===== src/bnc_pkg.sv =====
// Package for the biquad notch cascade: sizes, register indexes, stage map,
// controller-to-datapath command and status types.
// No dependencies.
`default_nettype none

package bnc_pkg;

  localparam int FIXED_STAGES    = 2;
  localparam int ADAPTIVE_STAGES = 4;
  localparam int SAMPLE_BITS     = 24;

  localparam int STAGE_COUNT = 6;
  localparam int STAGE_W     = $clog2(STAGE_COUNT);
  localparam int CNT_W       = $clog2(STAGE_COUNT + 1);
  localparam int COEF_BITS   = 20;
  localparam int COEF_FRAC   = 18;
  localparam int CFG_W       = 61;
  localparam int CFG_IDX_W   = 3;
  localparam int ACC_W       = 32;
  localparam int MUL_A_W     = ACC_W + 1;
  localparam int MUL_W       = MUL_A_W + COEF_BITS;
  localparam int STR_W       = 16;
  localparam int BLEND_FRAC  = 15;
  localparam logic [STR_W-1:0] FULL_STRENGTH = 16'd32768;

  localparam logic [CFG_IDX_W-1:0] REG_STAGE_LAST = 3'd5;
  localparam logic [CFG_IDX_W-1:0] REG_STRENGTH   = 3'd6;
  localparam logic [CFG_IDX_W-1:0] REG_SUPPRESS   = 3'd7;

  typedef enum logic [1:0] {
    MUL_B0X = 2'd0,
    MUL_B1D = 2'd1,
    MUL_A2Y = 2'd2,
    MUL_SD  = 2'd3
  } mul_op_t;

  typedef enum logic [2:0] {
    POST_NONE = 3'd0,
    POST_Y    = 3'd1,
    POST_N1   = 3'd2,
    POST_N2   = 3'd3,
    POST_OUT  = 3'd4
  } post_op_t;

  typedef struct packed {
    logic                load;
    logic                out_load;
    mul_op_t             mul_op;
    post_op_t            post_op;
    logic [STAGE_W-1:0]  stage;
  } cmd_t;

  typedef struct packed {
    logic [STAGE_COUNT-1:0] stage_on;
    logic                   suppress;
  } status_t;

  function automatic logic stage_built(input int i);
    if (i < 2) begin
      return i < FIXED_STAGES;
    end
    return (i - 2) < ADAPTIVE_STAGES;
  endfunction

endpackage

`default_nettype wire


===== src/bnc_ctrl.sv =====
// Controller of the notch cascade: walks the stages, sequences the shared
// multiplier, owns input ready and output valid. Depends on bnc_pkg.
`default_nettype none

module bnc_ctrl
  import bnc_pkg::*;
(
  input  wire logic    clk,
  input  wire logic    rst,
  input  wire logic    in_valid,
  output logic         in_ready,
  output logic         out_valid,
  input  wire logic    out_ready,
  input  wire status_t status,
  output cmd_t         cmd
);

  typedef enum logic [8:0] {
    S_IDLE = 9'b000000001,
    S_SCAN = 9'b000000010,
    S_PH0  = 9'b000000100,
    S_PH1  = 9'b000001000,
    S_PH2  = 9'b000010000,
    S_PH3  = 9'b000100000,
    S_PH4  = 9'b001000000,
    S_PH5  = 9'b010000000,
    S_FIN  = 9'b100000000
  } state_t;

  state_t           state, state_next;
  logic [CNT_W-1:0] idx, idx_next;
  logic             cur_on;

  assign cur_on = (idx < CNT_W'(STAGE_COUNT)) && status.stage_on[idx[STAGE_W-1:0]];

  always_comb begin
    state_next   = state;
    idx_next     = idx;
    in_ready     = 1'b0;
    cmd.load     = 1'b0;
    cmd.out_load = 1'b0;
    cmd.mul_op   = MUL_B0X;
    cmd.post_op  = POST_NONE;
    cmd.stage    = idx[STAGE_W-1:0];
    unique case (state)
      S_IDLE: begin
        in_ready = 1'b1;
        if (in_valid) begin
          cmd.load   = 1'b1;
          idx_next   = '0;
          state_next = status.suppress ? S_SCAN : S_FIN;
        end
      end
      S_SCAN: begin
        if (idx == CNT_W'(STAGE_COUNT)) begin
          state_next = S_FIN;
        end else if (cur_on) begin
          state_next = S_PH0;
        end else begin
          idx_next = idx + CNT_W'(1);
        end
      end
      S_PH0: begin
        cmd.mul_op = MUL_B0X;
        state_next = S_PH1;
      end
      S_PH1: begin
        cmd.post_op = POST_Y;
        state_next  = S_PH2;
      end
      S_PH2: begin
        cmd.mul_op = MUL_B1D;
        state_next = S_PH3;
      end
      S_PH3: begin
        cmd.post_op = POST_N1;
        cmd.mul_op  = MUL_A2Y;
        state_next  = S_PH4;
      end
      S_PH4: begin
        cmd.post_op = POST_N2;
        cmd.mul_op  = MUL_SD;
        state_next  = S_PH5;
      end
      S_PH5: begin
        cmd.post_op = POST_OUT;
        idx_next    = idx + CNT_W'(1);
        state_next  = S_SCAN;
      end
      S_FIN: begin
        if (!out_valid || out_ready) begin
          cmd.out_load = 1'b1;
          state_next   = S_IDLE;
        end
      end
      default: begin
        state_next = S_IDLE;
      end
    endcase
  end

  always_ff @(posedge clk) begin
    if (rst) begin
      state     <= S_IDLE;
      idx       <= '0;
      out_valid <= 1'b0;
    end else begin
      state <= state_next;
      idx   <= idx_next;
      if (cmd.out_load) begin
        out_valid <= 1'b1;
      end else if (out_ready) begin
        out_valid <= 1'b0;
      end
    end
  end

`ifndef NO_ASSERTIONS
  a_load_room: assert property (@(posedge clk) disable iff (rst)
    cmd.out_load |-> (!out_valid || out_ready))
    else $error("result loaded over an unread item");

  a_busy_after_accept: assert property (@(posedge clk) disable iff (rst)
    (in_valid && in_ready) |=> !in_ready)
    else $error("ready held after accept");

  a_stage_enabled: assert property (@(posedge clk) disable iff (rst)
    (state == S_PH0) |-> (idx < CNT_W'(STAGE_COUNT) && cur_on))
    else $error("running a stage that is off");

  a_valid_drop: assert property (@(posedge clk) disable iff (rst)
    $fell(out_valid) |-> $past(out_ready))
    else $error("result dropped without handshake");
`endif

endmodule

`default_nettype wire


===== config.mk =====
export PLATFORM = sky130hd
export DESIGN_NAME = bnc_ctrl
export DESIGN_NICKNAME = d
export VERILOG_FILES = /design/src/bnc_pkg.sv /design/src/bnc_ctrl.sv
export SDC_FILE = /design/constraint.sdc
export NUM_CORES = 1
export LEC_CHECK = 0
export ABC_CLOCK_PERIOD_IN_PS = 2800
export BUFFER_PORTS_ARGS = -buffer_cell sky130_fd_sc_hd__buf_4
export CORE_MARGIN = 2
export CORE_UTILIZATION = 52
export CTS_CLUSTER_SIZE = 28
export DETAILED_ROUTE_END_ITERATION = 10
export GPL_TIMING_DRIVEN = 0
export MAX_ROUTING_LAYER = met4
export PLACE_DENSITY = 0.8
export SLEW_MARGIN = 30
export SYNTH_ARGS = -nofsm -noshare
export SYNTH_HDL_FRONTEND = slang
export SYNTH_SLANG_ARGS = --single-unit

===== constraint.sdc =====
create_clock -name clk -period 2.8 [get_ports clk]
set_input_delay 0.56 -clock clk [delete_from_list [all_inputs] [get_ports clk]]
set_output_delay 0.56 -clock clk [all_outputs]
set_load 0.02 [all_outputs]

==> key figures <==
Route
  – WL final: 2240 um
  – DRT Pass-1 Iters: 5
  – Vias: a little over 900
  – Post-route ant nets: 0
  – Routed len/inst: between 10 and 15 um
  – 1st-iter DRT viols: 18
  – Drt drc: 0
  – Via density: ~5.6

Floorplanning
  – Core box area: 1730 um2
  – Die Height: 46.6 um
  – Row count: 15
  – DIE WIDTH: between 40 and 50 um
  – Initial Utilization: ~55%
  – Die area: between 2000 and 2500 um2
  – Num ports: 23

STA
  – Max Slew Vio Count: 0
  – Max frequency: about 0.39 GHz
  – Final hold violations: 0
  – Relative slew margins: roughly 54%
  – Unrepaired setup endpoints after global routing: no
  – Min Tclk post-route: about 2.6 ns
  – Worst clock skew: 0.00522 ns
  – Measured slew at the worst slew-check pin: ~0.7 ns
  – Final setup margin: 0.225 ns
  – Final setup fails: 0
  – Period Utilization, post-route: about nine tenths
  – Setup TNS: 0 ns

Critical path
  – CP Cell Sequence: clkbuf_1 > or4b_1 > clkbuf_1 > nor4_2 > buf_4
  – Critical Path Start Type: flip-flop
  – Reg2reg end: idx[2]$_SDFFE_PP0P_
  – Setup slack, reg-to-reg: approximately 0.37 ns
  – Setup crit end: cmd[9]
  – CP required: 2.24 ns
  – Setup crit start: state[2]$_SDFFE_PP0P_
  – WS Path Type: flip-flop to output pin
  – Slowest stage cell, crit path: or4b_1
  – Cell mode on critical path: clkbuf_1
  – Worst reg-to-reg path cell count: 5
  – RR Startpoint: idx[2]$_SDFFE_PP0P_
  – Highest fanout seen on the critical path: 9
  – Largest stage delay on the critical path: ~0.54 ns
  – CP Data Arrival Time: about 2.0 ns
  – CP endpoint kind: output pin

Cells and area
  – Diode count: 0
  – Storage cell area: approximately 260 um2
  – Area Overhead vs Synth: 25.2%
  – Commonest non-fill, non-tap cell in the layout: buf_4
  – Share of cells above drive strength 1: between 20% and 30%
  – Most frequent cells in the layout: buf_4 (22), nor2_1 (13), dfxtp_1 (13)
  – Fillers: 156
  – Multi-input gate area: around 630 um2
  – Final nets: roughly 160

Yosys
  – Synthesis Warnings: 0
  – Mapped Avg Cell Area: between 8 and 9 um2
  – Ys flop type: dfxtp_1
  – Synth Net Count: 128
  – Synth unique cells: 43
  – EDFF count, synth: 0
  – Post-synthesis cell count: approximately 120
  – Async SR Flop Fraction: 0%
  – Syn Std Cell Area: 945 um2
  – FF+latch count, synth: 13
  – Post-synthesis sequential area ratio: between 20% and 30%

Clocking
  – Num CTS Buffers: 3
  – Clk sink count: 13
  – Reg clk slew, reported paths: about 0.09 ns
  – Root buf cell: clkbuf_4
  – Clk buf depth: 2
  – CTS tree: built
  – H-tree depth: 1
  – Clk_lat worst skew: 0.28 ns
  – Setup bufs post-CTS: 0

Power
  – Worst vdd ir: approximately 0.23 mV
  – Cell Pwr Density: ~430 nW/um2
  – Leak Pwr: just over 0.5 nW

Run status
  – Status: complete, no violations

Global route
  – Total GRT Usage: between 20% and 30%
  – Largest net degree at the start of global routing: 11
  – Initial antenna violation count: 0
  – First-pass GRT wire length: approximately 3600 um
  – Vias in the first global route: about 820
  – GRT overflow: 0

Placed design
  – RePlAce Congestion: between 0.7 and 0.8
  – Pre-CTS WS: about 0.30 ns
  – Port Buffers: 22
  – DP Wirelength: approximately 1700 um

Hold path
  – Worst Hold Class: flip-flop to flip-flop

Run
  – Maxcap violations: 0
-- cells in the mapped netlist, types with 3 or more instances --
cell	count	share of area [%]
clkbuf_1	4	1.6
and3_1	4	2.6
a21oi_1	6	3.2
nor4_1	3	2.0
xnor2_1	3	2.8
nor2b_1	3	2.0
nand2_1	6	2.4
buf_2	3	1.6
dfxtp_1	13	28
nand3_1	3	1.6
o21ai_0	4	2.1
nor3_1	9	4.8
mux2_1	3	3.6
nor2_1	13	5.2
inv_1	4	1.6
-- layout make-up --
type | count | share of cell area, %
Tap cell | 25 | 2.65
Inverter | 4 | 1.27
Timing Repair Buffer | 22 | 14.0
Multi-Input combinational cell | 89 | 53.4
Buffer | 9 | 4.44
Sequential cell | 13 | 22.0
Clock buffer | 4 | 2.22
-- sequential cells by signal (all words and copies together), names as in the netlist --
signal and count:
state 9, idx 3, out_valid 1
-- kinds of logic after synthesis --
kind of cell	after synthesis	share of synthesized area, %
AND/OR/NAND/NOR	58	38.3
AO/OA/AOI/OAI	18	12.7
buffers and inverters	13	7.15
flip-flops	13	27.5
multiplexers	6	7.02
XOR/XNOR	5	4.64
adder cells (fa/ha/maj)	2	2.65
-- repair_timing --
item                       4_1_cts  5_1_grt
hold buffers                     0        0
setup endpoints to repair        0        1
gates resized for setup          0        2
hold endpoints to repair         0        0
-- per-stage QoR --
stage                     utilization [%]  instances  total power, mW  hold WS [ns]  instance area [um2]
after detailed placement             66.1        162            0.376         0.552                 1140
after global placement               66.1        162            0.370         0.533                 1140
after global routing                 68.5        166            0.532         0.595                 1180
final                                68.5        166            0.503         0.565                 1180
after floorplan                         -        115            0.325         0.548                  945
after CTS                            67.6        166            0.497         0.562                 1170
-- worst min path at each step --
stage,from,to,slack [ns],cells past startpoint
after floorplan,state[3]$_SDFFE_PP0P_,state[4]$_SDFFE_PP0P_,0.55,2
after global placement,idx[2]$_SDFFE_PP0P_,idx[2]$_SDFFE_PP0P_,0.53,2
after detailed placement,idx[2]$_SDFFE_PP0P_,idx[2]$_SDFFE_PP0P_,0.55,2
after CTS,idx[2]$_SDFFE_PP0P_,idx[2]$_SDFFE_PP0P_,0.56,2
after global routing,rst,state[1]$_SDFFE_PP0P_,0.60,3
final,idx[2]$_SDFFE_PP0P_,idx[2]$_SDFFE_PP0P_,0.56,2
-- report_power, final --
part | total (mW) | leakage, nW | switching, mW | internal [mW]
clock | 0.123 | 0.0150 | 0.0680 | 0.0554
combinational | 0.174 | 0.384 | 0.0983 | 0.0758
sequential | 0.206 | 0.105 | 0.0128 | 0.193
-- routing by layer --
metal / vias up / share of wire, % / track usage [%]
li1: 470 / - / -
met1: 425 / 47 / 32.4
met2: 32 / 46 / 35.0
met3: 5 / 4.7 / 3.14
met4: 0 / 1.9 / 12.2
met5: - / 0 / -
-- worst max-delay path: cells and delay by family (launching register included) --
family / cells / cell delay [ns]
buffers and inverters: 3 / 0.61
DFF: 1 / 0.30
and+or+nand+nor: 2 / 0.81
No activity file was read; power rests on OpenSTA's default activity.
