===== config.mk =====
export PLATFORM = sky130hd
export DESIGN_NAME = bnc_datapath
export DESIGN_NICKNAME = d
export VERILOG_FILES = /design/src/bnc_pkg.sv /design/src/bnc_datapath.sv
export SDC_FILE = /design/constraint.sdc
export NUM_CORES = 2
export LEC_CHECK = 0
export BUFFER_PORTS_ARGS = -buffer_cell sky130_fd_sc_hd__buf_2
export CAP_MARGIN = 20
export CELL_PAD_IN_SITES_DETAIL_PLACEMENT = 1
export CELL_PAD_IN_SITES_GLOBAL_PLACEMENT = 1
export CORE_ASPECT_RATIO = 1.1
export CORE_MARGIN = 1
export CORE_UTILIZATION = 47
export DETAILED_ROUTE_END_ITERATION = 8
export GPL_TIMING_DRIVEN = 0
export PLACE_DENSITY_LB_ADDON = 0.1
export SLEW_MARGIN = 20
export SYNTH_ARGS = -nofsm -noshare
export SYNTH_HDL_FRONTEND = slang
export SYNTH_SLANG_ARGS = --single-unit

===== constraint.sdc =====
create_clock -name clk -period 8.75 [get_ports clk]
set_clock_uncertainty 0.1 [all_clocks]
set_input_delay 0 -clock clk [delete_from_list [all_inputs] [get_ports clk]]
set_output_delay 0 -clock clk [all_outputs]
set_load 0.005 [all_outputs]

===== src/bnc_pkg.sv =====
// Package for the biquad notch cascade: sizes, register indexes, stage map,
// controller-to-datapath command and status types.
// No dependencies.
`default_nettype none

package bnc_pkg;

  localparam int FIXED_STAGES    = 2;
  localparam int ADAPTIVE_STAGES = 4;
  localparam int SAMPLE_BITS     = 24;

  localparam int STAGE_COUNT = 6;
  localparam int STAGE_W     = $clog2(STAGE_COUNT);
  localparam int CNT_W       = $clog2(STAGE_COUNT + 1);
  localparam int COEF_BITS   = 20;
  localparam int COEF_FRAC   = 18;
  localparam int CFG_W       = 61;
  localparam int CFG_IDX_W   = 3;
  localparam int ACC_W       = 32;
  localparam int MUL_A_W     = ACC_W + 1;
  localparam int MUL_W       = MUL_A_W + COEF_BITS;
  localparam int STR_W       = 16;
  localparam int BLEND_FRAC  = 15;
  localparam logic [STR_W-1:0] FULL_STRENGTH = 16'd32768;

  localparam logic [CFG_IDX_W-1:0] REG_STAGE_LAST = 3'd5;
  localparam logic [CFG_IDX_W-1:0] REG_STRENGTH   = 3'd6;
  localparam logic [CFG_IDX_W-1:0] REG_SUPPRESS   = 3'd7;

  typedef enum logic [1:0] {
    MUL_B0X = 2'd0,
    MUL_B1D = 2'd1,
    MUL_A2Y = 2'd2,
    MUL_SD  = 2'd3
  } mul_op_t;

  typedef enum logic [2:0] {
    POST_NONE = 3'd0,
    POST_Y    = 3'd1,
    POST_N1   = 3'd2,
    POST_N2   = 3'd3,
    POST_OUT  = 3'd4
  } post_op_t;

  typedef struct packed {
    logic                load;
    logic                out_load;
    mul_op_t             mul_op;
    post_op_t            post_op;
    logic [STAGE_W-1:0]  stage;
  } cmd_t;

  typedef struct packed {
    logic [STAGE_COUNT-1:0] stage_on;
    logic                   suppress;
  } status_t;

  function automatic logic stage_built(input int i);
    if (i < 2) begin
      return i < FIXED_STAGES;
    end
    return (i - 2) < ADAPTIVE_STAGES;
  endfunction

endpackage

`default_nettype wire


===== src/bnc_datapath.sv =====
// Datapath of the notch cascade: config registers, delay state, one shared
// multiplier with product register, rounding/saturation and output register.
// Depends on bnc_pkg.
`default_nettype none

module bnc_datapath
  import bnc_pkg::*;
(
  input  wire logic                          clk,
  input  wire logic                          rst,
  input  wire logic                          cfg_we,
  input  wire logic [CFG_IDX_W-1:0]          cfg_index,
  input  wire logic [CFG_W-1:0]              cfg_data,
  input  wire cmd_t                          cmd,
  output status_t                            status,
  input  wire logic signed [SAMPLE_BITS-1:0] audio_in,
  input  wire logic                          buffer_end_in,
  output logic signed [SAMPLE_BITS-1:0]      audio_out,
  output logic                               buffer_end_out
);

  localparam logic signed [ACC_W:0] OUT_MAX =
    (ACC_W+1)'((64'sd1 <<< (SAMPLE_BITS - 1)) - 64'sd1);
  localparam logic signed [ACC_W:0] OUT_MIN = -OUT_MAX - 1;
  localparam logic signed [55:0] HALF18 = 56'sd1 <<< (COEF_FRAC - 1);
  localparam logic signed [55:0] HALF15 = 56'sd1 <<< (BLEND_FRAC - 1);

  logic [CFG_W-1:0]        setup [STAGE_COUNT];
  logic signed [ACC_W-1:0] z1 [STAGE_COUNT];
  logic signed [ACC_W-1:0] z2 [STAGE_COUNT];
  logic [STR_W-1:0]        strength;
  logic                    suppress;

  logic signed [ACC_W-1:0] x_acc;
  logic signed [ACC_W-1:0] y_reg;
  logic signed [MUL_W-1:0] prod;
  logic signed [MUL_W-1:0] p0;
  logic                    mark;

  logic signed [COEF_BITS-1:0] b0, b1, a2;
  logic signed [MUL_A_W-1:0]   mul_a;
  logic signed [COEF_BITS-1:0] mul_b;
  logic signed [55:0]          prod_x, q_a, q_b, q_c;
  logic signed [ACC_W-1:0]     y_new, n1_new, n2_new, x_new;
  logic [STR_W-1:0]            str_in;

  function automatic logic signed [ACC_W-1:0] sat32(input logic signed [55:0] v);
    if (v > 56'sd2147483647) begin
      return 32'sh7fffffff;
    end
    if (v < -56'sd2147483648) begin
      return 32'sh80000000;
    end
    return v[ACC_W-1:0];
  endfunction

  always_comb begin
    for (int i = 0; i < STAGE_COUNT; i++) begin
      status.stage_on[i] = setup[i][0] && stage_built(i);
    end
    status.suppress = suppress;
  end

  assign b0 = setup[cmd.stage][20:1];
  assign b1 = setup[cmd.stage][40:21];
  assign a2 = setup[cmd.stage][60:41];

  always_comb begin
    case (cmd.mul_op)
      MUL_B0X: begin
        mul_a = MUL_A_W'(x_acc);
        mul_b = b0;
      end
      MUL_B1D: begin
        mul_a = MUL_A_W'(x_acc) - MUL_A_W'(y_reg);
        mul_b = b1;
      end
      MUL_A2Y: begin
        mul_a = MUL_A_W'(y_reg);
        mul_b = a2;
      end
      default: begin
        mul_a = MUL_A_W'(y_reg) - MUL_A_W'(x_acc);
        mul_b = $signed(COEF_BITS'(strength));
      end
    endcase
  end

  always_comb begin
    prod_x = 56'(prod);
    q_a    = (prod_x + HALF18) >>> COEF_FRAC;
    q_b    = (56'(p0) - prod_x + HALF18) >>> COEF_FRAC;
    q_c    = (prod_x + HALF15) >>> BLEND_FRAC;
    y_new  = sat32(q_a + 56'(z1[cmd.stage]));
    n1_new = sat32(q_a + 56'(z2[cmd.stage]));
    n2_new = sat32(q_b);
    x_new  = sat32(q_c + 56'(x_acc));
  end

  assign str_in = (cfg_data[STR_W-1:0] > FULL_STRENGTH) ? FULL_STRENGTH : cfg_data[STR_W-1:0];

  // config and delay state
  always_ff @(posedge clk) begin
    if (rst) begin
      for (int i = 0; i < STAGE_COUNT; i++) begin
        setup[i] <= '0;
        z1[i]    <= '0;
        z2[i]    <= '0;
      end
      strength <= FULL_STRENGTH;
      suppress <= 1'b1;
    end else if (cfg_we) begin
      if (cfg_index <= REG_STAGE_LAST) begin
        setup[cfg_index[STAGE_W-1:0]] <= cfg_data;
        z1[cfg_index[STAGE_W-1:0]]    <= '0;
        z2[cfg_index[STAGE_W-1:0]]    <= '0;
      end else if (cfg_index == REG_STRENGTH) begin
        strength <= str_in;
      end else if (cfg_index == REG_SUPPRESS) begin
        suppress <= cfg_data[0];
      end
    end else begin
      if (cmd.post_op == POST_N1) begin
        z1[cmd.stage] <= n1_new;
      end
      if (cmd.post_op == POST_N2) begin
        z2[cmd.stage] <= n2_new;
      end
    end
  end

  // working registers
  always_ff @(posedge clk) begin
    prod <= mul_a * mul_b;
    if (cmd.load) begin
      x_acc <= ACC_W'(audio_in);
      mark  <= buffer_end_in;
    end else if (cmd.post_op == POST_OUT) begin
      x_acc <= x_new;
    end
    if (cmd.post_op == POST_Y) begin
      y_reg <= y_new;
      p0    <= prod;
    end
    if (cmd.out_load) begin
      if ((ACC_W+1)'(x_acc) > OUT_MAX) begin
        audio_out <= OUT_MAX[SAMPLE_BITS-1:0];
      end else if ((ACC_W+1)'(x_acc) < OUT_MIN) begin
        audio_out <= OUT_MIN[SAMPLE_BITS-1:0];
      end else begin
        audio_out <= x_acc[SAMPLE_BITS-1:0];
      end
      buffer_end_out <= mark;
    end
  end

endmodule

`default_nettype wire


==> flow_metrics.env <==
export IMPL_drtIter0Drc=5877
export IMPL_die_area_mm2=0.188
export IMPL_syn_avg_cell_area_um2=11.0
export IMPL_hold_path_class="primary input to register"
export IMPL_root_buffer="clkbuf_16"
export IMPL_crit_type="register to register"
export IMPL_multi_input_area_mm2=0.0493
export IMPL_wirelength_mm=333
export IMPL_setup_tns_ns=-23.72
export IMPL_route_vias_total=66514
export IMPL_largest_register="setup"
export IMPL_max_freq_mhz=101
export IMPL_worst_setup_path_start_kind="register"
export IMPL_synth_edf_count=1141
export IMPL_rr_startpoint="y_reg[0]$_SDFFCE_PN1N_"
export IMPL_cts_made_buffers=136
export IMPL_cap_violations=0
export IMPL_async_reset_ff_frac=0
export IMPL_worst_pin_slew_ns=1.22
export IMPL_path_common_cell="fa_1"
export IMPL_violations="negative setup slack"
export IMPL_r2r_setup_slack_ns=-1.17
export IMPL_largest_reg_flops=486
export IMPL_place_congestion=0.979
export IMPL_slowest_stage="edfxtp_1"
export IMPL_synth_area_mm2=0.0877
export IMPL_worst_skew_pair_late_latency_ns=0.81
export IMPL_synth_warning_count=0
export IMPL_slew_limit_headroom=0.184
export IMPL_period_needed_ns=9.92
export IMPL_largestRegisters="setup: 486 flops, z1: 256 flops, z2: 256 flops"
export IMPL_nets=9900
export IMPL_wl_per_cell_um=29.5
export IMPL_syn_to_final_growth_pct=17.2
export IMPL_worstRegToRegCells=43
export IMPL_period_share=1.13
export IMPL_clkTransAtPathRegs_ns=0.06
export IMPL_io_pins=134
export IMPL_cp_arrival_ns=10.50
export IMPL_path_buf_inv=13
export IMPL_required_ns=9.32
export IMPL_port_buffers=126
export IMPL_ant_nets=0
export IMPL_grt_max_degree=42
export IMPL_clockBufferDepth=3
export IMPL_drv_slew=0
export IMPL_register_area_mm2=0.0357
export IMPL_die_w_um=414
export IMPL_crit_fanout=4
export IMPL_setup_ws_ns=-1.17
export IMPL_die_y_um=455
export IMPL_cts_htree_levels=4
export IMPL_synth_cell_types=98
export IMPL_drive_above_1_share=0.181
export IMPL_rows=165
export IMPL_initial_core_util=0.475
export IMPL_critPathMaxStageDelay_ns=0.56
export IMPL_syn_inst=7982
export IMPL_path_delay_family="adder cells"
export IMPL_core_area_mm2=0.185
export IMPL_seq_area_frac_synth=0.407
export IMPL_end_kind="register"
export IMPL_cts_tree="done"
export IMPL_ys_seq_elements=1211
export IMPL_setup_viol=34
export IMPL_rsz0062_at_grt="yes"
export IMPL_drcViolationCount=0
export IMPL_grt_pass1_wl_mm=477
export IMPL_grt_usage=0.353
export IMPL_fillers=19417
export IMPL_via_per_inst=5.90
export IMPL_status="complete, but fails checks"
export IMPL_cts_sinks=1211
export IMPL_crit_cells=43
export IMPL_cp_startpoint="y_reg[0]$_SDFFCE_PN1N_"
export IMPL_ys_flop_type="edfxtp_1"
export IMPL_grt_pass1_vias=70156
export IMPL_antenna_found_initial=26
export IMPL_hold_violations=0
export IMPL_rr_endpoint="prod[51]$_DFF_P_"
export IMPL_first_pass_iters=6
export IMPL_grt_overflow=0
export IMPL_dp_hpwl_mm=253
export IMPL_cp_endpoint="prod[51]$_DFF_P_"
## routing by layer
| layer | GRT usage | vias to the layer above | share of wire | wire length [um] |
|---|---|---|---|---|
| met2 | 0.565 | 2590 | 0.47 | 156000 |
| met4 | 0.143 | 10 | 0.044 | 14800 |
| met1 | 0.478 | 34662 | 0.41 | 137000 |
| met5 | 0 | - | 0.00017 | 58 |
| met3 | 0.0594 | 642 | 0.075 | 24800 |
| li1 | - | 28610 | - | - |
## worst reg2reg max path, delay by kind of cell, from the launching register on
kind | cells | cell delay, ns
compound gates | 15 | 2.65
xor+xnor | 1 | 0.14
fa+ha+maj | 10 | 4.43
buf+inv | 13 | 1.16
flops | 1 | 0.56
mux | 1 | 0.30
simple gates | 3 | 0.47
## worst min-delay path by stage
stage	startpoint	cells past startpoint	slack [ns]	endpoint
after floorplan	buffer_end_in	0	-0.001	mark$_DFFE_PP_
after global placement	buffer_end_in	1	0.08	mark$_DFFE_PP_
after detailed placement	buffer_end_in	1	0.08	mark$_DFFE_PP_
after CTS	audio_in[6]	3	0.005	x_acc[6]$_DFFE_PP_
after global routing	rst	5	0.05	z1[2][31]$_SDFFCE_PN0P_
final	audio_in[14]	3	0.06	x_acc[14]$_DFFE_PP_
## metrics by stage
stage                     setup slack, ns  hold WS [ns]  cell area, um2   util  instances
after global placement              -4.21        0.0803           92200  0.500      10648
after floorplan                   -0.0551      -0.00113           88500      -       8101
after detailed placement            -3.96        0.0800           93100  0.505      10703
after global routing                -1.33        0.0519          103000  0.557      11256
after CTS                          -0.963       0.00516          102000  0.550      11193
final                               -1.17        0.0598          103000  0.557      11267
## layout by cell type, fill, tap and decap left out, types with 56 or more instances in the layout
master	Yosys	final
clkbuf_1	299	210
dfxtp_1	70	70
clkbuf_16	0	140
mux4_2	269	269
fa_1	659	629
nor2_1	1240	1212
mux2_2	65	64
edfxtp_1	1141	1141
o21a_1	71	66
buf_6	18	56
buf_4	7	202
xor2_1	67	61
buf_2	38	173
ha_1	414	378
nand2b_1	74	60
conb_1	1	120
a21oi_1	352	293
nand2_1	620	603
o21ai_0	181	141
a21o_1	181	175
nand3_1	93	87
xnor2_1	209	184
inv_1	1058	1020
dlygate4sd3_1	0	121
## what timing repair did
item,in CTS,in global routing
resized for setup,418,178
pin swaps,155,118
setup endpoints to repair,45,124
hold buffers,121,0
gates cloned,0,0
endpoints found under the hold margin,626,0
setup buffers,146,65
## synthesized netlist by cell type, drive strengths merged (18+ instances only)
| cell | count | share of area |
|---|---|---|
| nor2b | 40 | 0.0029 |
| nor4 | 26 | 0.0019 |
| a211oi | 49 | 0.0043 |
| mux4 | 269 | 0.069 |
| nor2 | 1240 | 0.053 |
| ha | 414 | 0.059 |
| nor3b | 18 | 0.0016 |
| and3 | 34 | 0.0024 |
| mux2i | 46 | 0.0052 |
| buf | 88 | 0.0061 |
| o211ai | 33 | 0.0029 |
| nor3 | 61 | 0.0035 |
| nand2b | 74 | 0.0053 |
| a22oi | 22 | 0.0019 |
| inv | 1059 | 0.045 |
| xor2 | 67 | 0.0067 |
| and2 | 41 | 0.0029 |
| a31oi | 28 | 0.0020 |
| o21bai | 40 | 0.0034 |
| o21ai | 202 | 0.012 |
| fa | 659 | 0.15 |
| o21a | 71 | 0.0061 |
| a21o | 181 | 0.015 |
| edfxtp | 1141 | 0.39 |
| a21oi | 383 | 0.026 |
| a2bb2oi | 24 | 0.0024 |
| xnor2 | 209 | 0.021 |
| mux2 | 65 | 0.0083 |
| nand2 | 620 | 0.027 |
| or2 | 58 | 0.0041 |
| clkbuf | 299 | 0.013 |
| nand4 | 54 | 0.0039 |
| dfxtp | 70 | 0.016 |
| nand3 | 93 | 0.0053 |
## kinds of logic (layout without fill, tap and decap cells)
| family | count (synthesis) | after routing | synth area share |
|---|---|---|---|
| buffers and inverters | 1450 | 2183 | 0.0644 |
| multiplexers | 380 | 380 | 0.0827 |
| adder cells (fa/ha/maj) | 1073 | 1073 | 0.209 |
| other | 1 | 132 | 0.0000428 |
| flip-flops | 1211 | 1211 | 0.407 |
| AND/OR/NAND/NOR | 2401 | 2401 | 0.117 |
| XOR/XNOR | 276 | 276 | 0.0276 |
| AO/OA/AOI/OAI | 1190 | 1190 | 0.0922 |
## final cells by class
cell class	instances	share of cell area
clock buffer	159	0.0348
antenna	12	0.000292
clock inverter	88	0.00848
timing repair buffer	512	0.0429
multi-input combinational	5440	0.479
tap	2421	0.0295
sequential	1211	0.347
buffer	361	0.0190
inverter	1063	0.0389
Power is left out: the tool's default activity adds up to more than one toggle a clock period on the data nets, which glitch-free logic cannot reach.
